File: config.mk
export PLATFORM = sky130hd
export DESIGN_NAME = jrd_dp
export DESIGN_NICKNAME = d
export VERILOG_FILES = /design/src/rtl/jrd_pkg.sv /design/src/rtl/jrd_div.sv /design/src/rtl/jrd_dp.sv
export SDC_FILE = /design/constraint.sdc
export NUM_CORES = 2
export LEC_CHECK = 0
export ABC_AREA = 1
export ABC_CLOCK_PERIOD_IN_PS = 10400
export BUFFER_PORTS_ARGS = -buffer_cell sky130_fd_sc_hd__buf_2
export CAP_MARGIN = 20
export CORE_MARGIN = 8
export CORE_UTILIZATION = 67
export DETAILED_ROUTE_END_ITERATION = 10
export PLACE_DENSITY = 0.81
export SYNTH_ARGS = -nofsm -noshare
export SYNTH_HDL_FRONTEND = slang
export SYNTH_HIERARCHICAL = 1
export SYNTH_SLANG_ARGS = --single-unit
export TNS_END_PERCENT = 50
File: constraint.sdc
create_clock -name aclk -period 10.4 [get_ports aclk]
set_input_delay 2.08 -clock aclk [delete_from_list [all_inputs] [get_ports aclk]]
set_output_delay 2.08 -clock aclk [all_outputs]
set_load 0.01 [all_outputs]
File: src/rtl/jrd_pkg.sv
// Shared types and constants for the joystick radial deadzone block.
package jrd_pkg;

    localparam int RAW_W    = 11;
    localparam int SCALE_W  = 5;
    localparam int SC_W     = 15;
    localparam int D_W      = 17;
    localparam int ABS_W    = 16;
    localparam int SQ_W     = 32;
    localparam int MAG_W    = 16;
    localparam int DZ_W     = 14;
    localparam int LIM_W    = 14;
    localparam int GAIN_W   = 10;
    localparam int INV_W    = 2;
    localparam int OUT_W    = 15;
    localparam int STAT_W   = 2;
    localparam int DIV_W    = 32;
    localparam int DIVR_W   = 16;
    localparam int DCNT_W   = 5;
    localparam int RCNT_W   = 4;
    localparam int SAT_W    = 21;
    localparam int CFG_IDX_W = 3;
    localparam int CFG_DATA_W = 14;
    localparam int PCT_SHIFT = 38;

    localparam logic [9:0]        HALF_RANGE   = 10'd900;
    // ceil(2^38 / 100): exact floor division by 100 for any 32-bit dividend
    localparam logic [DIV_W-1:0]  PCT_RECIP    = 32'd2748779070;
    localparam logic [GAIN_W-1:0] TUNE_DEFAULT = GAIN_W'(180);
    localparam logic [SCALE_W-1:0] SCALE_MAX   = SCALE_W'(16);
    // above this magnitude any nonzero gain already saturates at the limit
    localparam logic [SAT_W-1:0]  SAT_MAG      = SAT_W'(1440100);

    typedef enum logic [STAT_W-1:0] {
        STAT_OK     = 2'd0,
        STAT_X_FAIL = 2'd1,
        STAT_Y_FAIL = 2'd2
    } stat_t;

    typedef enum logic [CFG_IDX_W-1:0] {
        CFG_DEADZONE = 3'd0,
        CFG_SCALE    = 3'd1,
        CFG_TPOS_X   = 3'd2,
        CFG_TNEG_X   = 3'd3,
        CFG_TPOS_Y   = 3'd4,
        CFG_TNEG_Y   = 3'd5,
        CFG_INVERT   = 3'd6
    } cfg_idx_t;

    typedef struct packed {
        logic [DZ_W-1:0]    deadzone;
        logic [SCALE_W-1:0] scale_factor;
        logic [GAIN_W-1:0]  tune_pos_x;
        logic [GAIN_W-1:0]  tune_neg_x;
        logic [GAIN_W-1:0]  tune_pos_y;
        logic [GAIN_W-1:0]  tune_neg_y;
        logic [INV_W-1:0]   invert_mask;
    } cfg_t;

    typedef enum logic [3:0] {
        OP_NONE,
        OP_LOAD,
        OP_DIFF,
        OP_SQUARE,
        OP_RT_INIT,
        OP_RT_STEP,
        OP_DZ,
        OP_SEL,
        OP_MUL_LIM,
        OP_DIV_MAG,
        OP_MUL_SPAN,
        OP_DIV_SPAN,
        OP_MUL_GAIN,
        OP_DIV_PCT,
        OP_FINISH,
        OP_PUSH
    } dp_op_t;

    typedef struct packed {
        dp_op_t op;
        logic   axis;
    } dp_cmd_t;

    typedef struct packed {
        logic fail;
        logic rt_last;
        logic dz_on;
        logic gain_on;
        logic div_done;
    } dp_stat_t;

    typedef enum logic [4:0] {
        S_IDLE,
        S_DIFF,
        S_SQUARE,
        S_RT_INIT,
        S_RT,
        S_DZ,
        S_SEL,
        S_MUL_LIM,
        S_DIV_MAG,
        S_WAIT_MAG,
        S_MUL_SPAN,
        S_DIV_SPAN,
        S_WAIT_SPAN,
        S_GAIN,
        S_DIV_PCT,
        S_FINISH,
        S_OUT
    } ctrl_state_t;

endpackage

File: src/rtl/jrd_div.sv
// Iterative restoring unsigned divider, one quotient bit per cycle.
module jrd_div (
    input  logic                        aclk,
    input  logic                        aresetn,
    input  logic                        start,
    input  logic [jrd_pkg::DIV_W-1:0]   dividend,
    input  logic [jrd_pkg::DIVR_W-1:0]  divisor,
    output logic                        done,
    output logic [jrd_pkg::DIV_W-1:0]   quotient
);
    import jrd_pkg::*;

    logic                busy_reg, busy_next;
    logic                done_reg, done_next;
    logic [DCNT_W-1:0]   cnt_reg, cnt_next;
    logic [DIV_W-1:0]    quo_reg, quo_next;
    logic [DIVR_W-1:0]   dvs_reg, dvs_next;
    logic [DIVR_W:0]     rem_reg, rem_next;
    logic [DIVR_W:0]     rem_shift;

    assign rem_shift = {rem_reg[DIVR_W-1:0], quo_reg[DIV_W-1]};

    always_comb begin
        busy_next = busy_reg;
        done_next = 1'b0;
        cnt_next  = cnt_reg;
        quo_next  = quo_reg;
        dvs_next  = dvs_reg;
        rem_next  = rem_reg;
        if (start) begin
            busy_next = 1'b1;
            cnt_next  = '0;
            quo_next  = dividend;
            dvs_next  = divisor;
            rem_next  = '0;
        end else if (busy_reg) begin
            if (rem_shift >= {1'b0, dvs_reg}) begin
                rem_next = rem_shift - {1'b0, dvs_reg};
                quo_next = {quo_reg[DIV_W-2:0], 1'b1};
            end else begin
                rem_next = rem_shift;
                quo_next = {quo_reg[DIV_W-2:0], 1'b0};
            end
            cnt_next = cnt_reg + 1'b1;
            if (cnt_reg == '1) begin
                busy_next = 1'b0;
                done_next = 1'b1;
            end
        end
    end

    always_ff @(posedge aclk) begin
        if (!aresetn) begin
            busy_reg <= 1'b0;
            done_reg <= 1'b0;
            cnt_reg  <= '0;
        end else begin
            busy_reg <= busy_next;
            done_reg <= done_next;
            cnt_reg  <= cnt_next;
        end
        quo_reg <= quo_next;
        dvs_reg <= dvs_next;
        rem_reg <= rem_next;
    end

    assign done     = done_reg;
    assign quotient = quo_reg;

    a_start_idle: assert property (@(posedge aclk) disable iff (!aresetn)
        start |-> !busy_reg)
        else $error("divider started while busy");
    a_done_end: assert property (@(posedge aclk) disable iff (!aresetn)
        done_reg |-> !busy_reg && $past(busy_reg))
        else $error("divider done without a run");
    a_cnt_idle: assert property (@(posedge aclk) disable iff (!aresetn)
        $fell(busy_reg) |-> cnt_reg == '0)
        else $error("divider stopped early");

endmodule

File: src/rtl/jrd_dp.sv
// Datapath: scaling, centre, root, radial rescale, gain, clamp, invert.
module jrd_dp (
    input  logic                          aclk,
    input  logic                          aresetn,
    input  jrd_pkg::cfg_t                 cfg,
    input  jrd_pkg::dp_cmd_t              cmd,
    output jrd_pkg::dp_stat_t             stat,
    input  logic [jrd_pkg::RAW_W-1:0]     raw_x,
    input  logic [jrd_pkg::RAW_W-1:0]     raw_y,
    input  logic                          calibrate,
    output logic signed [jrd_pkg::OUT_W-1:0] out_x,
    output logic signed [jrd_pkg::OUT_W-1:0] out_y,
    output logic [jrd_pkg::STAT_W-1:0]    status
);
    import jrd_pkg::*;

    logic [SC_W-1:0]   centre_x_reg, centre_y_reg;
    logic [SC_W-1:0]   sx_reg, sy_reg;
    logic [LIM_W-1:0]  limit_reg;
    stat_t             stat_reg;
    logic [ABS_W-1:0]  ax_reg, ay_reg;
    logic              nx_reg, ny_reg;
    logic [SQ_W-1:0]   sq_reg;
    logic [SQ_W-1:0]   rt_val_reg;
    logic [MAG_W+1:0]  rt_rem_reg;
    logic [MAG_W-1:0]  rt_root_reg;
    logic [RCNT_W-1:0] rt_cnt_reg;
    logic              dz_on_reg;
    logic [DIV_W-1:0]  cur_reg;
    logic              neg_reg;
    logic [DIV_W-1:0]  prod_reg;
    logic signed [OUT_W-1:0] res_x_reg, res_y_reg;
    logic signed [OUT_W-1:0] out_x_reg, out_y_reg;
    stat_t             out_stat_reg;

    logic [SCALE_W-1:0] scale;
    logic [SC_W-1:0]    sx, sy;
    logic signed [D_W-1:0] dx, dy;
    logic [MAG_W+3:0]   rem_shift;
    logic [MAG_W+3:0]   rt_test;
    logic               dz_active, force_zero;
    logic [GAIN_W-1:0]  gain;
    logic [SAT_W-1:0]   sat_mag;
    logic [LIM_W-1:0]   clamp_mag;
    logic signed [OUT_W-1:0] fin_val;
    logic [2*DIV_W-1:0] pct_prod;
    logic               div_start;
    logic [DIV_W-1:0]   div_dividend;
    logic [DIVR_W-1:0]  div_divisor;
    logic               div_done;
    logic [DIV_W-1:0]   div_quo;

    assign scale = (cfg.scale_factor > SCALE_MAX) ? SCALE_MAX : cfg.scale_factor;
    assign sx = SC_W'(raw_x * scale);
    assign sy = SC_W'(raw_y * scale);
    assign dx = $signed({2'b00, sx_reg}) - $signed({2'b00, centre_x_reg});
    assign dy = $signed({2'b00, sy_reg}) - $signed({2'b00, centre_y_reg});

    assign rem_shift = {rt_rem_reg, rt_val_reg[SQ_W-1 -: 2]};
    assign rt_test   = {2'b00, rt_root_reg, 2'b01};

    assign dz_active  = cfg.deadzone != '0;
    assign force_zero = dz_active && ((rt_root_reg <= {2'b00, cfg.deadzone})
                                      || (cfg.deadzone >= limit_reg));

    always_comb begin
        if (cmd.axis) gain = neg_reg ? cfg.tune_neg_y : cfg.tune_pos_y;
        else          gain = neg_reg ? cfg.tune_neg_x : cfg.tune_pos_x;
    end

    assign sat_mag   = (cur_reg > DIV_W'(SAT_MAG)) ? SAT_MAG : cur_reg[SAT_W-1:0];
    assign clamp_mag = (cur_reg > DIV_W'(limit_reg)) ? limit_reg : cur_reg[LIM_W-1:0];
    assign fin_val   = (neg_reg ^ cfg.invert_mask[cmd.axis])
                       ? -$signed({1'b0, clamp_mag}) : $signed({1'b0, clamp_mag});
    assign pct_prod  = (2*DIV_W)'(prod_reg) * (2*DIV_W)'(PCT_RECIP);

    always_comb begin
        div_start    = 1'b0;
        div_dividend = prod_reg;
        div_divisor  = '0;
        case (cmd.op)
            OP_DIV_MAG: begin
                div_start   = 1'b1;
                div_divisor = rt_root_reg;
            end
            OP_DIV_SPAN: begin
                div_start   = 1'b1;
                div_divisor = DIVR_W'(limit_reg - cfg.deadzone);
            end
            default:    div_start = 1'b0;
        endcase
    end

    jrd_div u_div (
        .aclk     (aclk),
        .aresetn  (aresetn),
        .start    (div_start),
        .dividend (div_dividend),
        .divisor  (div_divisor),
        .done     (div_done),
        .quotient (div_quo)
    );

    always_ff @(posedge aclk) begin
        if (!aresetn) begin
            centre_x_reg <= '0;
            centre_y_reg <= '0;
            stat_reg     <= STAT_OK;
            out_stat_reg <= STAT_OK;
            rt_cnt_reg   <= '0;
        end else begin
            case (cmd.op)
                OP_LOAD: begin
                    sx_reg    <= sx;
                    sy_reg    <= sy;
                    limit_reg <= LIM_W'(HALF_RANGE * scale);
                    res_x_reg <= '0;
                    res_y_reg <= '0;
                    if (calibrate && sx != '0) centre_x_reg <= sx;
                    if (calibrate && sy != '0) centre_y_reg <= sy;
                    if (sx == '0)      stat_reg <= STAT_X_FAIL;
                    else if (sy == '0) stat_reg <= STAT_Y_FAIL;
                    else               stat_reg <= STAT_OK;
                end
                OP_DIFF: begin
                    ax_reg <= dx[D_W-1] ? ABS_W'(-dx) : ABS_W'(dx);
                    ay_reg <= dy[D_W-1] ? ABS_W'(-dy) : ABS_W'(dy);
                    nx_reg <= dx[D_W-1];
                    ny_reg <= dy[D_W-1];
                end
                OP_SQUARE: sq_reg <= (ax_reg * ax_reg) + (ay_reg * ay_reg);
                OP_RT_INIT: begin
                    rt_val_reg  <= sq_reg;
                    rt_rem_reg  <= '0;
                    rt_root_reg <= '0;
                    rt_cnt_reg  <= '0;
                end
                OP_RT_STEP: begin
                    if (rem_shift >= rt_test) begin
                        rt_rem_reg  <= (MAG_W+2)'(rem_shift - rt_test);
                        rt_root_reg <= {rt_root_reg[MAG_W-2:0], 1'b1};
                    end else begin
                        rt_rem_reg  <= rem_shift[MAG_W+1:0];
                        rt_root_reg <= {rt_root_reg[MAG_W-2:0], 1'b0};
                    end
                    rt_val_reg <= {rt_val_reg[SQ_W-3:0], 2'b00};
                    rt_cnt_reg <= rt_cnt_reg + 1'b1;
                end
                OP_DZ: begin
                    dz_on_reg <= dz_active && !force_zero;
                    if (force_zero) begin
                        ax_reg <= '0;
                        ay_reg <= '0;
                    end
                end
                OP_SEL: begin
                    cur_reg <= DIV_W'(cmd.axis ? ay_reg : ax_reg);
                    neg_reg <= cmd.axis ? ny_reg : nx_reg;
                end
                OP_MUL_LIM:  prod_reg <= DIV_W'(limit_reg * cur_reg[ABS_W-1:0]);
                OP_MUL_SPAN: prod_reg <= DIV_W'(cur_reg[LIM_W:0]
                                                * (rt_root_reg - MAG_W'(cfg.deadzone)));
                OP_MUL_GAIN: prod_reg <= DIV_W'(sat_mag * gain);
                OP_DIV_PCT:  cur_reg  <= DIV_W'(pct_prod[2*DIV_W-1:PCT_SHIFT]);
                OP_FINISH: begin
                    if (cmd.axis) res_y_reg <= fin_val;
                    else          res_x_reg <= fin_val;
                end
                OP_PUSH: begin
                    out_x_reg    <= res_x_reg;
                    out_y_reg    <= res_y_reg;
                    out_stat_reg <= stat_reg;
                end
                default: ;
            endcase
            if (div_done) cur_reg <= div_quo;
        end
    end

    assign stat.fail     = stat_reg != STAT_OK;
    assign stat.rt_last  = rt_cnt_reg == '1;
    assign stat.dz_on    = dz_on_reg;
    assign stat.gain_on  = gain != '0 && cur_reg != '0;
    assign stat.div_done = div_done;

    assign out_x  = out_x_reg;
    assign out_y  = out_y_reg;
    assign status = out_stat_reg;

    a_root_bound: assert property (@(posedge aclk) disable iff (!aresetn)
        cmd.op == OP_DIV_MAG |-> rt_root_reg != '0)
        else $error("divide by zero magnitude");
    a_span_pos: assert property (@(posedge aclk) disable iff (!aresetn)
        cmd.op == OP_DIV_SPAN |-> limit_reg > cfg.deadzone)
        else $error("deadzone span not positive");
    a_fail_zero: assert property (@(posedge aclk) disable iff (!aresetn)
        cmd.op == OP_PUSH && stat_reg != STAT_OK |-> res_x_reg == '0 && res_y_reg == '0)
        else $error("failed request carries data");

endmodule

==> flow_summary.yaml <==
status:
  status: "finished clean"
logic_synthesis:
  syn-num-nets: 12400
  syn_avg_cell_area_sq_um: 8.27
  yosys.area.top_type: "fa_1"
  syn_inst: 9907
  yosysTopAreaCellShare_pct: 33.6
  ys_ff_latch: 408
  synth_ff_type: "edfxtp_1"
  synth_area_leaders: "fa_1 34%, ha_1 15%, edfxtp_1 13%"
  yosys_warnings: 6
  synth_edf_count: 347
  syn_area_sq_um: 81900
  synth_cell_types: 62
  synth_commonest_cells: "2,581 x inv_1, 1,886 x nand2_1, 1,377 x fa_1"
  synth-seq-area-share_pct: 14.2
  yosysMostFrequentCell: "inv_1"
  async_flop_share_pct: 0
clocking:
  cts_buffer_depth: 3
  postCtsSetupBuffers: 0
  clock_tree.root_cell: "clkbuf_16"
  cts_hold_buf: 0
  cts_buffers: 46
  cts_tree: "built"
  clock_sinks: 408
  h-tree-depth: 2
  cts_resized: 0
  clk_latency_ps: 670
  path_clk_slew_ps: 60
worst_setup_path:
  rrSetupSlack_ps: 1740
  worstSetupPathType: "in2reg"
  crit_family: "adder cells"
  crit_path_frequent_cell: "nand2_1"
  cp.arrival_ps: 9780
  crit_path_start_kind: "input port"
  crit_fanout: 9
  critPathSlowestCell: "fa_1"
  required_ps: 10730
  worst-path-buf-inv: 8
  end_kind: "register"
  max_stage_delay_ps: 540
timing:
  slew_violations: 0
  period_minus_slack_ps: 9450
  tns_ps: 0
  grt_setup_unrepaired: "no"
  tightestPinTransition_ps: 1230
  period_share_pct: 90.9
  finClkSkew_ps: 54.7
  setup_viol: 0
  fmax_mhz: 106
  hold_violations: 0
  maxSlewHeadroom_pct: 18.1
route:
  num_vias: 66900
  wirelength_mm: 251
  dr.first_iter.drc_count: 6224
  drc_errors: 0
  drtAntennaViolNets: 0
  drtPass1Iterations: 6
  wire_per_inst_microns: 21.5
  via_per_inst: 5.75
grt:
  grt_pass1_wl_mm: 393
  grt.total_usage_pct: 38.2
  grt_overflow_total: 0
  grt_max_degree: 67
  antenna_found_initial: 12
  grt_pass1_vias: 70200
die:
  row_count: 128
  die_area_sq_um: 134000
  core_area_sq_um: 122000
  io-pin-count: 128
  dieWidth_microns: 366
  die_h_microns: 366
  start_util_pct: 67.4
flow_run:
  maxCapViolations: 0
placed_design:
  io_buffers: 127
  dp.final_hpwl_mm: 209
  place_congestion: 1.05
hold_path:
  min_path_type: "reg2reg"
cells_and_area:
  fin_nets: 12400
  drive_above_1_share_pct: 4.37
  synthToLayoutAreaGrowth_pct: 5.13
==> metrics by stage <==
| step | instance area, sq um | setup slack [ps] | instances | util, % | hold WS [ps] |
|---|---|---|---|---|---|
| final | 86100 | 946 | 11600 | 70.9 | 418 |
| after CTS | 86100 | 1100 | 11600 | 70.8 | 420 |
| after floorplan | 81900 | 1520 | 9907 | - | 400 |
| after global routing | 86100 | 503 | 11600 | 70.8 | 423 |
| after detailed placement | 84600 | 443 | 11500 | 69.6 | 405 |
| after global placement | 84600 | 531 | 11500 | 69.6 | 402 |
==> final timing paths <==
check / to / depth (start not counted) / start
max: div_dividend[19]$_DFFE_PP_ / 37 / cfg[49]
min: out_y[14]$_DFFE_PP_ / 0 / res_y_reg[14]$_DFFE_PP_
max reg2reg: div_dividend[21]$_DFFE_PP_ / 28 / cur_reg[2]$_DFFE_PP_
min reg2reg: out_y[14]$_DFFE_PP_ / 0 / res_y_reg[14]$_DFFE_PP_
==> cell type report <==
cell class / count / area [sq um]
diodes: 3 / 7.51
clock buffers: 53 / 1180
clock inverters: 33 / 339
fillers: 9556 / 35400
inverters: 2611 / 9800
multi-input cells: 6662 / 59700
flip-flops and latches: 408 / 11600
well taps: 1625 / 2030
repair buffers: 236 / 1470
==> layer usage <==
layer | track usage (%) | up-vias | part of all wire [%]
li1 | - | 30200 | -
met1 | 49.7 | 32600 | 38
met2 | 60.6 | 3365 | 45
met3 | 9.02 | 774 | 11
met4 | 17.9 | 8 | 5.9
met5 | 0 | - | 0.017
==> cell usage in the layout (no fill, tap or decap), types with 46 or more instances in the layout <==
cell,count
inv_1,2581
nand2_1,1886
fa_1,1377
ha_1,980
nor2_1,747
a21oi_1,403
edfxtp_1,347
nand3_1,307
o21ai_0,302
buf_2,127
buf_4,108
xor2_1,92
nor3_1,72
xnor2_1,62
dfxtp_1,61
nand4_1,59
or2_2,55
clkbuf_16,46
==> cells by family after synthesis <==
| logic type | Yosys count | share of synthesized area (%) |
|---|---|---|
| fa+ha+maj | 2357 | 48.6 |
| compound gates | 932 | 6.42 |
| flops | 408 | 14.2 |
| xor+xnor | 155 | 1.67 |
| buf+inv | 2837 | 13.1 |
| simple gates | 3218 | 16.0 |
Power is not shown: default switching activity piles up to over one toggle a cycle in this logic, so the estimate is an artifact.
