<file path="config.mk">
export PLATFORM = sky130hd
export DESIGN_NAME = jrd_ctrl
export DESIGN_NICKNAME = d
export VERILOG_FILES = /design/src/rtl/jrd_pkg.sv /design/src/rtl/jrd_ctrl.sv
export SDC_FILE = /design/constraint.sdc
export NUM_CORES = 1
export LEC_CHECK = 0
export BUFFER_PORTS_ARGS = -buffer_cell sky130_fd_sc_hd__buf_2
export CORE_MARGIN = 8
export CORE_UTILIZATION = 45
export CTS_CLUSTER_SIZE = 20
export DETAILED_ROUTE_END_ITERATION = 16
export GPL_ROUTABILITY_DRIVEN = 0
export PLACE_DENSITY = 0.77
export SLEW_MARGIN = 20
export SYNTH_ARGS = -nofsm -noshare
export SYNTH_HDL_FRONTEND = slang
export SYNTH_SLANG_ARGS = --single-unit
</file>
<file path="constraint.sdc">
create_clock -name aclk -period 1.15 [get_ports aclk]
set_input_delay 0.0575 -clock aclk [delete_from_list [all_inputs] [get_ports aclk]]
set_output_delay 0.0575 -clock aclk [all_outputs]
set_load 0.005 [all_outputs]
</file>
<file path="src/rtl/jrd_pkg.sv">
// Shared types and constants for the joystick radial deadzone block.
package jrd_pkg;

    localparam int RAW_W    = 11;
    localparam int SCALE_W  = 5;
    localparam int SC_W     = 15;
    localparam int D_W      = 17;
    localparam int ABS_W    = 16;
    localparam int SQ_W     = 32;
    localparam int MAG_W    = 16;
    localparam int DZ_W     = 14;
    localparam int LIM_W    = 14;
    localparam int GAIN_W   = 10;
    localparam int INV_W    = 2;
    localparam int OUT_W    = 15;
    localparam int STAT_W   = 2;
    localparam int DIV_W    = 32;
    localparam int DIVR_W   = 16;
    localparam int DCNT_W   = 5;
    localparam int RCNT_W   = 4;
    localparam int SAT_W    = 21;
    localparam int CFG_IDX_W = 3;
    localparam int CFG_DATA_W = 14;
    localparam int PCT_SHIFT = 38;

    localparam logic [9:0]        HALF_RANGE   = 10'd900;
    // ceil(2^38 / 100): exact floor division by 100 for any 32-bit dividend
    localparam logic [DIV_W-1:0]  PCT_RECIP    = 32'd2748779070;
    localparam logic [GAIN_W-1:0] TUNE_DEFAULT = GAIN_W'(180);
    localparam logic [SCALE_W-1:0] SCALE_MAX   = SCALE_W'(16);
    // above this magnitude any nonzero gain already saturates at the limit
    localparam logic [SAT_W-1:0]  SAT_MAG      = SAT_W'(1440100);

    typedef enum logic [STAT_W-1:0] {
        STAT_OK     = 2'd0,
        STAT_X_FAIL = 2'd1,
        STAT_Y_FAIL = 2'd2
    } stat_t;

    typedef enum logic [CFG_IDX_W-1:0] {
        CFG_DEADZONE = 3'd0,
        CFG_SCALE    = 3'd1,
        CFG_TPOS_X   = 3'd2,
        CFG_TNEG_X   = 3'd3,
        CFG_TPOS_Y   = 3'd4,
        CFG_TNEG_Y   = 3'd5,
        CFG_INVERT   = 3'd6
    } cfg_idx_t;

    typedef struct packed {
        logic [DZ_W-1:0]    deadzone;
        logic [SCALE_W-1:0] scale_factor;
        logic [GAIN_W-1:0]  tune_pos_x;
        logic [GAIN_W-1:0]  tune_neg_x;
        logic [GAIN_W-1:0]  tune_pos_y;
        logic [GAIN_W-1:0]  tune_neg_y;
        logic [INV_W-1:0]   invert_mask;
    } cfg_t;

    typedef enum logic [3:0] {
        OP_NONE,
        OP_LOAD,
        OP_DIFF,
        OP_SQUARE,
        OP_RT_INIT,
        OP_RT_STEP,
        OP_DZ,
        OP_SEL,
        OP_MUL_LIM,
        OP_DIV_MAG,
        OP_MUL_SPAN,
        OP_DIV_SPAN,
        OP_MUL_GAIN,
        OP_DIV_PCT,
        OP_FINISH,
        OP_PUSH
    } dp_op_t;

    typedef struct packed {
        dp_op_t op;
        logic   axis;
    } dp_cmd_t;

    typedef struct packed {
        logic fail;
        logic rt_last;
        logic dz_on;
        logic gain_on;
        logic div_done;
    } dp_stat_t;

    typedef enum logic [4:0] {
        S_IDLE,
        S_DIFF,
        S_SQUARE,
        S_RT_INIT,
        S_RT,
        S_DZ,
        S_SEL,
        S_MUL_LIM,
        S_DIV_MAG,
        S_WAIT_MAG,
        S_MUL_SPAN,
        S_DIV_SPAN,
        S_WAIT_SPAN,
        S_GAIN,
        S_DIV_PCT,
        S_FINISH,
        S_OUT
    } ctrl_state_t;

endpackage

</file>
<file path="src/rtl/jrd_ctrl.sv">
// Sequencer for the radial deadzone datapath and the handshakes.
module jrd_ctrl (
    input  logic              aclk,
    input  logic              aresetn,
    input  logic              s_tvalid,
    output logic              s_tready,
    output logic              m_tvalid,
    input  logic              m_tready,
    input  jrd_pkg::dp_stat_t stat,
    output jrd_pkg::dp_cmd_t  cmd
);
    import jrd_pkg::*;

    ctrl_state_t state_reg, state_next;
    logic        axis_reg, axis_next;
    logic        mvalid_reg, mvalid_next;
    logic        out_free;

    assign out_free = !mvalid_reg || m_tready;

    always_comb begin
        state_next = state_reg;
        axis_next  = axis_reg;
        unique case (state_reg)
            S_IDLE:      if (s_tvalid) state_next = S_DIFF;
            S_DIFF:      state_next = stat.fail ? S_OUT : S_SQUARE;
            S_SQUARE:    state_next = S_RT_INIT;
            S_RT_INIT:   state_next = S_RT;
            S_RT:        if (stat.rt_last) state_next = S_DZ;
            S_DZ: begin
                state_next = S_SEL;
                axis_next  = 1'b0;
            end
            S_SEL:       state_next = stat.dz_on ? S_MUL_LIM : S_GAIN;
            S_MUL_LIM:   state_next = S_DIV_MAG;
            S_DIV_MAG:   state_next = S_WAIT_MAG;
            S_WAIT_MAG:  if (stat.div_done) state_next = S_MUL_SPAN;
            S_MUL_SPAN:  state_next = S_DIV_SPAN;
            S_DIV_SPAN:  state_next = S_WAIT_SPAN;
            S_WAIT_SPAN: if (stat.div_done) state_next = S_GAIN;
            S_GAIN:      state_next = stat.gain_on ? S_DIV_PCT : S_FINISH;
            S_DIV_PCT:   state_next = S_FINISH;
            S_FINISH: begin
                if (axis_reg) begin
                    state_next = S_OUT;
                end else begin
                    state_next = S_SEL;
                    axis_next  = 1'b1;
                end
            end
            S_OUT:       if (out_free) state_next = S_IDLE;
            default:     state_next = S_IDLE;
        endcase
    end

    always_comb begin
        cmd.op   = OP_NONE;
        cmd.axis = axis_reg;
        s_tready = 1'b0;
        mvalid_next = mvalid_reg && !m_tready;
        unique case (state_reg)
            S_IDLE: begin
                s_tready = 1'b1;
                if (s_tvalid) cmd.op = OP_LOAD;
            end
            S_DIFF:      cmd.op = OP_DIFF;
            S_SQUARE:    cmd.op = OP_SQUARE;
            S_RT_INIT:   cmd.op = OP_RT_INIT;
            S_RT:        cmd.op = OP_RT_STEP;
            S_DZ:        cmd.op = OP_DZ;
            S_SEL:       cmd.op = OP_SEL;
            S_MUL_LIM:   cmd.op = OP_MUL_LIM;
            S_DIV_MAG:   cmd.op = OP_DIV_MAG;
            S_MUL_SPAN:  cmd.op = OP_MUL_SPAN;
            S_DIV_SPAN:  cmd.op = OP_DIV_SPAN;
            S_GAIN:      if (stat.gain_on) cmd.op = OP_MUL_GAIN;
            S_DIV_PCT:   cmd.op = OP_DIV_PCT;
            S_FINISH:    cmd.op = OP_FINISH;
            S_OUT: begin
                if (out_free) begin
                    cmd.op      = OP_PUSH;
                    mvalid_next = 1'b1;
                end
            end
            default:     cmd.op = OP_NONE;
        endcase
    end

    always_ff @(posedge aclk) begin
        if (!aresetn) begin
            state_reg  <= S_IDLE;
            axis_reg   <= 1'b0;
            mvalid_reg <= 1'b0;
        end else begin
            state_reg  <= state_next;
            axis_reg   <= axis_next;
            mvalid_reg <= mvalid_next;
        end
    end

    assign m_tvalid = mvalid_reg;

    a_one_item: assert property (@(posedge aclk) disable iff (!aresetn)
        s_tvalid && s_tready |=> !s_tready)
        else $error("second request taken while busy");
    a_push_free: assert property (@(posedge aclk) disable iff (!aresetn)
        cmd.op == OP_PUSH |-> out_free)
        else $error("result overwritten");
    a_wait_div: assert property (@(posedge aclk) disable iff (!aresetn)
        stat.div_done |-> state_reg == S_WAIT_MAG || state_reg == S_WAIT_SPAN)
        else $error("division finished out of sequence");

endmodule

</file>
==> results of run 1 <==
## synthesized netlist by cell type, drive strengths merged
cell,n,area [um2]
nand4,2,12.51
buf,9,63.81
xnor2,1,8.760
xor2,1,8.760
nand2,6,30.03
a32oi,1,8.760
a311o,1,10.01
a21boi,1,7.510
o31ai,2,15.01
a31oi,3,18.77
o221ai,1,8.760
nor2,7,26.28
a211oi,1,7.510
nor4,1,12.51
a21o,1,7.510
nand2b,4,25.02
or3,1,6.260
nor3,3,15.01
o21ai,2,10.01
nor2b,3,18.77
inv,4,15.01
mux2i,1,10.01
or4,1,7.510
a2111o,1,11.26
nor3b,3,22.52
a21oi,10,50.05
or2,1,6.260
o311ai,1,8.760
o211ai,1,7.510
nand4b,1,8.760
a2111oi,1,8.760
dfxtp,7,140.1
## power breakdown
group          switching [W]  internal (W)  total (W)  leakage [nW]
combinational       0.000158      0.000171   0.000329         0.362
clock               0.000107      0.000133   0.000241        0.0150
sequential         0.0000164      0.000249   0.000266        0.0600
## critical path, cell delays in order, from the launching register on
cell and delay, ns:
dfxtp_2 0.34, buf_6 0.14, nor3b_1 0.13, a21oi_1 0.10, a21oi_1 0.09, o31ai_1 0.24
buf_2 0.17
## per-layer routing
layer  global-route usage, %  wire length, um
met5                       0                0
met4                   9.244              140
met3                   4.202              258
met2                   28.52             1224
met1                   17.25              923
## path summary, 6_finish.rpt
kind | cells past startpoint | start | slack (ns) | endpoint
min reg2reg | 2 | state_reg[4] | 0.55 | m_tvalid
max | 6 | state_reg[1] | -0.40 | cmd[1]
max reg2reg | 7 | state_reg[0] | -0.21 | state_reg[3]
min | 3 | stat[0] | 0.09 | state_reg[0]
## logic make-up (layout without fill, tap and decap cells)
group                  Yosys count  count (layout)
AND/OR/NAND/NOR                 33              33
AO/OA/AOI/OAI                   27              27
buffers and inverters           13              49
flip-flops                       7               7
XOR/XNOR                         2               2
multiplexers                     1               1
## layout make-up
type                       instances  area (um2)  area share [%]
timing repair buffer              41       306.5           30.21
multi-input combinational         63       494.2           48.71
tap                               15       18.77           1.850
sequential                         7       153.9           15.17
inverter                           4       15.01           1.480
clock buffer                       4       26.28           2.589
## repair_timing
action                                  in CTS  in global routing
endpoints found under the setup margin      11                 11
resized for setup                           22                 16
pin swaps                                    9                 10
hold buffers                                 0                  0
buffers inserted                             1                  4
## metrics by stage
stage,setup WS (ns),power [W],setup TNS [ns]
final,-0.4013,0.0008354,-2.585
after global routing,-0.4407,0.0008688,-3.083
after CTS,-0.3412,0.0007704,-2.592
after detailed placement,-0.2180,0.0005099,-1.528
after global placement,-0.2376,0.0005030,-1.402
after floorplan,-0.002474,0.0004077,-0.002904
==> flow_summary.yaml, run 1 <==
clock_network:
  cts_tree: "done"
  numCtsBuffers: 3
  ctsLongestPathBuffers: 2
  insertion_delay_ns: 0.26
  cts_root_buf: "clkbuf_4"
  htree_levels: 1
  cts.sink_count: 7
  path_clk_slew_ns: 0.06
worst_setup_path:
  cp-start-kind: "register"
  crit_fanout: 8
  endpoint_kind: "output pin"
  worstSetupPathType: "register to output pin"
  arrival_ns: 1.49
  critPathRequiredTime_ns: 1.09
run_status:
  status: "finished, violations left"
  violations: "negative setup slack"
floorplanning:
  rows: 13
  fp.coreArea_mm2: 0.001285
  die_area_mm2: 0.002815
  die_w_um: 53.06
  start_util_pct: 48.10
  die_h_um: 53.06
  io_pins: 16
cells_and_area:
  mostFrequentLayoutCells: "17 x buf_4, 16 x buf_2, 7 x a21oi_1, 7 x buf_6"
  largest_reg_flops: 5
  fin_area_mm2: 0.001015
  utilization_pct: 78.97
  drive_gt1_share_pct: 55.46
  num-fill-cells: 73
  n_antenna_cell: 0
  fin_cells: 134
  final_common_cell: "buf_4"
  nNetsFinal: 129
  syn2layout_area_growth_pct: 64.17
logic_synthesis:
  syn_inst: 83
  synth-seq-cells: 7
  synthMuxAreaShare_pct: 1.619
  synth.cell_area_um2: 618.1
  synth_compound_area_share_pct: 29.15
  ys_seq_area_share_pct: 22.67
  yosys.area_share.simple_pct: 30.97
  synth_fa_ha_area_share_pct: 0
  synth_warnings: 0
  yosys.cell_types.count: 35
  synth-xor-area-share_pct: 2.834
  postSynthAreaPerCell_um2: 7.447
  synth_top_family_by_area: "simple AND/OR/NAND/NOR gates"
  synth_fp_nets: 92
sta:
  final-max-slew-violation-count: 0
  period_share_pct: 134.9
  timing.hold.ws_ns: 0.09085
  max_freq_mhz: 644.6
  tightestPinTransition_ns: 0.3186
  hold_viol_final: 0
  fin_skew_ns: 0.008419
  report.final.setup_viol: 10
  layout_min_cycle_time_ns: 1.551
  relSlewSlack_pct: 78.71
  finalWorstSetupSlack_ns: -0.4013
  rsz0062_at_grt: "true"
drt:
  wirelength_um: 2547
  drc: 0
  vias_per_cell: 6.313
  vias: 846
  post_drt_wl_per_cell_um: 19.01
  final_antenna_net_count: 0
  drtIter0Drc: 53
  drtPass1Iterations: 4
global_route:
  grt_pass1_wl_um: 3443
  first_global_vias: 789
  antenna_found_initial: 0
  grt_remaining_overflow: 0
  track_usage_pct: 16.34
  grt_max_degree: 11
placement:
  dpl_cell_area_um2: 818.3
  dp_hpwl_um: 1539
  io_buffers: 15
  dp_cells: 125
power:
  p_leak_nw: 0.4368
  p_per_area_mw_per_mm2: 823.2
  ir_drop_mv: 0.6825
flow_run:
  maxCapViolCount: 0
min_path:
  hold_path.class: "primary input to register"
(Power assumes the default switching activity.)
==> run 2, diff against run 1 <==
--- a/config.mk
+++ b/config.mk
@@ -6,12 +6,13 @@
 export NUM_CORES = 1
 export LEC_CHECK = 0
 export BUFFER_PORTS_ARGS = -buffer_cell sky130_fd_sc_hd__buf_2
-export CORE_MARGIN = 8
-export CORE_UTILIZATION = 45
+export CAP_MARGIN = 5
+export CORE_AREA = 8 8 45 47
 export CTS_CLUSTER_SIZE = 20
 export DETAILED_ROUTE_END_ITERATION = 16
+export DIE_AREA = 0 0 53 55
 export GPL_ROUTABILITY_DRIVEN = 0
-export PLACE_DENSITY = 0.77
+export PLACE_DENSITY = 0.76
 export SLEW_MARGIN = 20
 export SYNTH_ARGS = -nofsm -noshare
 export SYNTH_HDL_FRONTEND = slang
==> constraint.sdc (replaced) <==
create_clock -name aclk -period 1.97 [get_ports aclk]
set_input_delay 0.0985 -clock aclk [delete_from_list [all_inputs] [get_ports aclk]]
set_output_delay 0.0985 -clock aclk [all_outputs]
set_load 0.005 [all_outputs]
==> flow_summary.yaml, run 2 (synthesized netlist as in run 1, its figures left out) <==
sta:
  period_share_pct: 88.78
  tightestPinTransition_ns: 0.4917
  max_freq_mhz: 571.8
  report.final.setup_viol: 0
  tns_ns: 0
  relSlewSlack_pct: 67.17
  hold_viol_final: 0
  fin_skew_ns: 0.002211
  final-max-slew-violation-count: 0
  rsz0062_at_grt: "false"
  finalWorstSetupSlack_ns: 0.2211
  layout_min_cycle_time_ns: 1.749
cells_and_area:
  final_common_cell: "buf_2"
  syn2layout_area_growth_pct: 13.36
  largest_reg_flops: 5
  utilization_pct: 50.63
  n_antenna_cell: 0
  mostFrequentLayoutCells: "15 x buf_2, 10 x a21oi_1, 7 x nor2_1"
  drive_gt1_share_pct: 26.04
  nNetsFinal: 106
  fin_area_um2: 700.7
global_route:
  grt_max_degree: 17
  track_usage_pct: 11.60
  grt_pass1_wl_um: 2622
  grt_remaining_overflow: 0
  first_global_vias: 629
  antenna_found_initial: 0
placement:
  pre_cts_ws_ns: 0.3713
  io_buffers: 15
  dpl_cell_area_um2: 671.9
  dp_hpwl_um: 1142
worst_setup_path:
  critPathRequiredTime_ns: 1.87
  critical_path.max_stage_delay_ns: 0.62
  crit_fanout: 14
  worstSetupPathType: "register to output pin"
  arrival_ns: 1.65
  crit_path_cell_trace: "o21ai_0 -> a2111o_1 -> nand2_1 -> buf_2"
  slowest_stage: "dfxtp_1"
  endpoint_kind: "output pin"
  cp-start-kind: "register"
drt:
  vias: 652
  drtPass1Iterations: 4
  drc: 0
  final_antenna_net_count: 0
  drtIter0Drc: 17
  post_drt_wl_per_cell_um: 13.68
  wirelength_um: 1532
  vias_per_cell: 5.821
run_status:
  status: "finished, final reports clean"
floorplanning:
  die_h_um: 55
  die_area_mm2: 0.002915
  die_w_um: 53
  io_pins: 16
  rows: 14
  start_util_pct: 44.67
  fp.coreArea_mm2: 0.001384
clock_network:
  htree_levels: 1
  cts_tree: "done"
  ctsLongestPathBuffers: 2
  insertion_delay_ns: 0.24
  cts.sink_count: 7
  path_clk_slew_ns: 0.05
  numCtsBuffers: 3
  cts_root_buf: "clkbuf_4"
power:
  p_per_area_mw_per_mm2: 553.4
  ir_drop_mv: 0.3607
  p_leak_nw: 0.2804
flow_run:
  maxCapViolCount: 0
min_path:
  hold_path.class: "primary input to register"
==> run 2: changes by cell type in the layout (fill, tap and decap cells not counted), moves of 2 or more <==
| cell | change |
|---|---|
| nor2_1 | +3 |
| nor2_4 | -3 |
| buf_6 | -7 |
| dfxtp_4 | -3 |
| o21ai_0 | +2 |
| a21oi_1 | +3 |
| buf_4 | -14 |
| dfxtp_1 | +3 |
| a21oi_2 | -3 |
==> run 2: where the power goes <==
group / leakage [nW] / switching (W) / internal, W
sequential: 0.0576 / 0.0000175 / 0.000148
clock: 0.0150 / 0.0000472 / 0.0000769
combinational: 0.208 / 0.0000479 / 0.0000502
total: 0.280 / 0.000113 / 0.000275
==> run 2: worst paths after layout <==
check	from	endpoint	slack [ns]	depth (start not counted)
worst max-delay path	state_reg[1]	cmd[2]	0.22	4
worst min-delay path	aresetn	axis_reg	0.15	3
worst max register to register	state_reg[1]	state_reg[4]	0.50	3
worst min register to register	m_tvalid	m_tvalid	0.56	2
==> run 2: what timing repair did <==
| action | 4_1_cts | 5_1_grt |
|---|---|---|
| gates resized for setup | 0 | 2 |
| endpoints found under the setup margin | 0 | 1 |
| hold buffers | 0 | 0 |
| setup buffers | 0 | 0 |
==> run 2: through the flow <==
step	hold WS (ns)	total power, W	instances
floorplan	0.2466	0.0002360	83
global placement	0.4040	0.0002640	108
detailed placement	0.4059	0.0002645	108
CTS	0.1438	0.0003937	112
global route	0.1465	0.0004233	112
finish	0.1543	0.0003878	112
==> run 2: final cells by class <==
cell class,count,area [um2]
flip-flops and latches,7,142.6
multi-input cells,63,399.1
inverters,4,15.01
fillers,137,683.2
repair buffers,18,97.59
clock buffers,4,26.28
well taps,16,20.02
==> run 2: per-layer routing <==
metal | wire length (um) | share of wire (%) | vias up | GRT usage (%)
met3 | 87 | 5.7 | 0 | 4.545
li1 | - | - | 331 | -
met5 | 0 | 0 | - | 0
met1 | 691 | 45 | 301 | 13.41
met2 | 754 | 49 | 20 | 19.92
met4 | 0 | 0 | 0 | 2.155
==> run 2: critical path: cells and delay by family, from the launching register on <==
kind,cells,cell delay [ns]
flip-flops,1,0.62
AO/OA/AOI/OAI,2,0.60
buffers and inverters,1,0.11
AND/OR/NAND/NOR,1,0.07
==> run 3, diff against run 2 <==
--- a/config.mk
+++ b/config.mk
@@ -7,12 +7,12 @@
 export LEC_CHECK = 0
 export BUFFER_PORTS_ARGS = -buffer_cell sky130_fd_sc_hd__buf_2
 export CAP_MARGIN = 5
-export CORE_AREA = 8 8 45 47
+export CORE_MARGIN = 8
+export CORE_UTILIZATION = 30
 export CTS_CLUSTER_SIZE = 20
 export DETAILED_ROUTE_END_ITERATION = 16
-export DIE_AREA = 0 0 53 55
 export GPL_ROUTABILITY_DRIVEN = 0
-export PLACE_DENSITY = 0.76
+export PLACE_DENSITY = 0.55
 export SLEW_MARGIN = 20
 export SYNTH_ARGS = -nofsm -noshare
 export SYNTH_HDL_FRONTEND = slang
==> flow_summary.yaml, run 3 (synthesized netlist as in run 1, its figures left out) <==
run_status:
  status: "finished, final reports clean"
floorplanning:
  io_pins: 16
  start_util_pct: 31.51
  die_h_um: 61.39
  fp.coreArea_mm2: 0.001962
  die_w_um: 61.39
  rows: 16
  die_area_mm2: 0.003769
drt:
  wirelength_um: 1534
  drc: 0
  post_drt_wl_per_cell_um: 12.47
  drtIter0Drc: 14
  vias_per_cell: 5.081
  drtPass1Iterations: 4
  final_antenna_net_count: 0
  vias: 625
clock_network:
  cts.sink_count: 7
  htree_levels: 1
  cts_resized: 0
  insertion_delay_ns: 0.25
  cts_tree: "done"
  numCtsBuffers: 3
  hold_buffers: 0
  post-cts-setup-buffer-count: 0
  ctsLongestPathBuffers: 2
  path_clk_slew_ns: 0.05
  cts_root_buf: "clkbuf_4"
sta:
  layout_min_cycle_time_ns: 1.730
  tns_ns: 0
  period_share_pct: 87.81
  report.final.setup_viol: 0
  tightestPinTransition_ns: 0.4055
  hold_viol_final: 0
  relSlewSlack_pct: 72.93
  max_freq_mhz: 578.1
  final-max-slew-violation-count: 0
  rsz0062_at_grt: "false"
  fin_skew_ns: 0.0003318
worst_setup_path:
  critical_path.max_stage_delay_ns: 0.56
  crit_path_cell_trace: "nand2_1 -> or3_1 -> o311ai_0 -> buf_2"
  critPathRequiredTime_ns: 1.87
  r2r_setup_slack_ns: 0.50
  reg2reg_depth: 5
  worstSetupPathType: "register to output pin"
  endpoint_kind: "output pin"
  arrival_ns: 1.63
  slowest_stage: "dfxtp_1"
  worst_r2r_endpoint: "state_reg[4]"
  cp-start-kind: "register"
  r2r_start: "state_reg[3]"
  crit_fanout: 12
cells_and_area:
  mostFrequentLayoutCells: "15 x buf_2, 10 x a21oi_1, 7 x nor2_1"
  largest_reg_flops: 5
  n_antenna_cell: 0
  nNetsFinal: 106
  drive_gt1_share_pct: 26.04
  final_common_cell: "buf_2"
  syn2layout_area_growth_pct: 15.59
  utilization_pct: 36.42
global_route:
  grt_remaining_overflow: 0
  antenna_found_initial: 0
  track_usage_pct: 9.333
  grt_pass1_wl_um: 2684
  grt_max_degree: 20
  first_global_vias: 586
min_path:
  whs_path_depth: 3
  hold_path.class: "primary input to register"
  holdPathEnd: "state_reg[0]"
  min_from: "stat[0]"
power:
  p_per_area_mw_per_mm2: 547.9
  p_leak_nw: 0.2804
  power.total_w: 0.0003914
  ir_drop_mv: 0.2913
flow_run:
  maxCapViolCount: 0
placement:
  io_buffers: 15
  dp_hpwl_um: 1169
-- run 3: worst max-delay path by stage --
stage	slack, ns	cells past startpoint	start	to
after floorplan	0.75	5	state_reg[0]	cmd[2]
after global placement	0.37	5	state_reg[0]	cmd[4]
after detailed placement	0.36	5	state_reg[0]	cmd[4]
after CTS	0.08	5	state_reg[0]	cmd[4]
after global routing	0.05	6	state_reg[2]	cmd[1]
final	0.24	4	state_reg[3]	cmd[3]
-- run 3: layer usage --
layer | vias to the layer above | global-route usage [%] | wire length, um
met3 | 2 | 4.175 | 109
met2 | 19 | 13.58 | 652
li1 | 332 | - | -
met4 | 0 | 1.948 | 10
met5 | - | 0 | 0
met1 | 272 | 12.28 | 762
-- run 3: per-stage QoR --
step | setup WS (ns) | std cells | area (um2) | hold WS, ns
6_report | 0.2401 | 123 | 714.4 | 0.1322
3_3_place_gp | 0.3656 | 119 | 685.7 | 0.3918
2_1_floorplan | 0.7535 | 83 | 618.1 | 0.2466
4_1_cts | 0.08028 | 123 | 711.9 | 0.1307
5_1_grt | 0.05487 | 123 | 714.4 | 0.1219
3_5_place_dp | 0.3600 | 119 | 685.7 | 0.3968
-- run 3: area by class of cell --
type	count	area [um2]
Inverter	4	15.01
Fill cell	227	1247
Tap cell	27	33.78
Sequential cell	7	142.6
Multi-Input combinational cell	63	399.1
Timing Repair Buffer	18	97.59
Clock buffer	4	26.28
-- run 3: critical path, delay by kind of cell (launching register included) --
family | cells | cell delay [ns]
AND/OR/NAND/NOR | 2 | 0.55
AO/OA/AOI/OAI | 1 | 0.09
buffers and inverters | 1 | 0.17
flip-flops | 1 | 0.56
-- run 3: where the power goes --
part / total (W) / leakage (nW) / internal, W / switching [W]
Clock: 0.000132 / 0.0150 / 0.0000774 / 0.0000542
Sequential: 0.000167 / 0.0576 / 0.000148 / 0.0000189
Combinational: 0.0000928 / 0.208 / 0.0000488 / 0.0000440
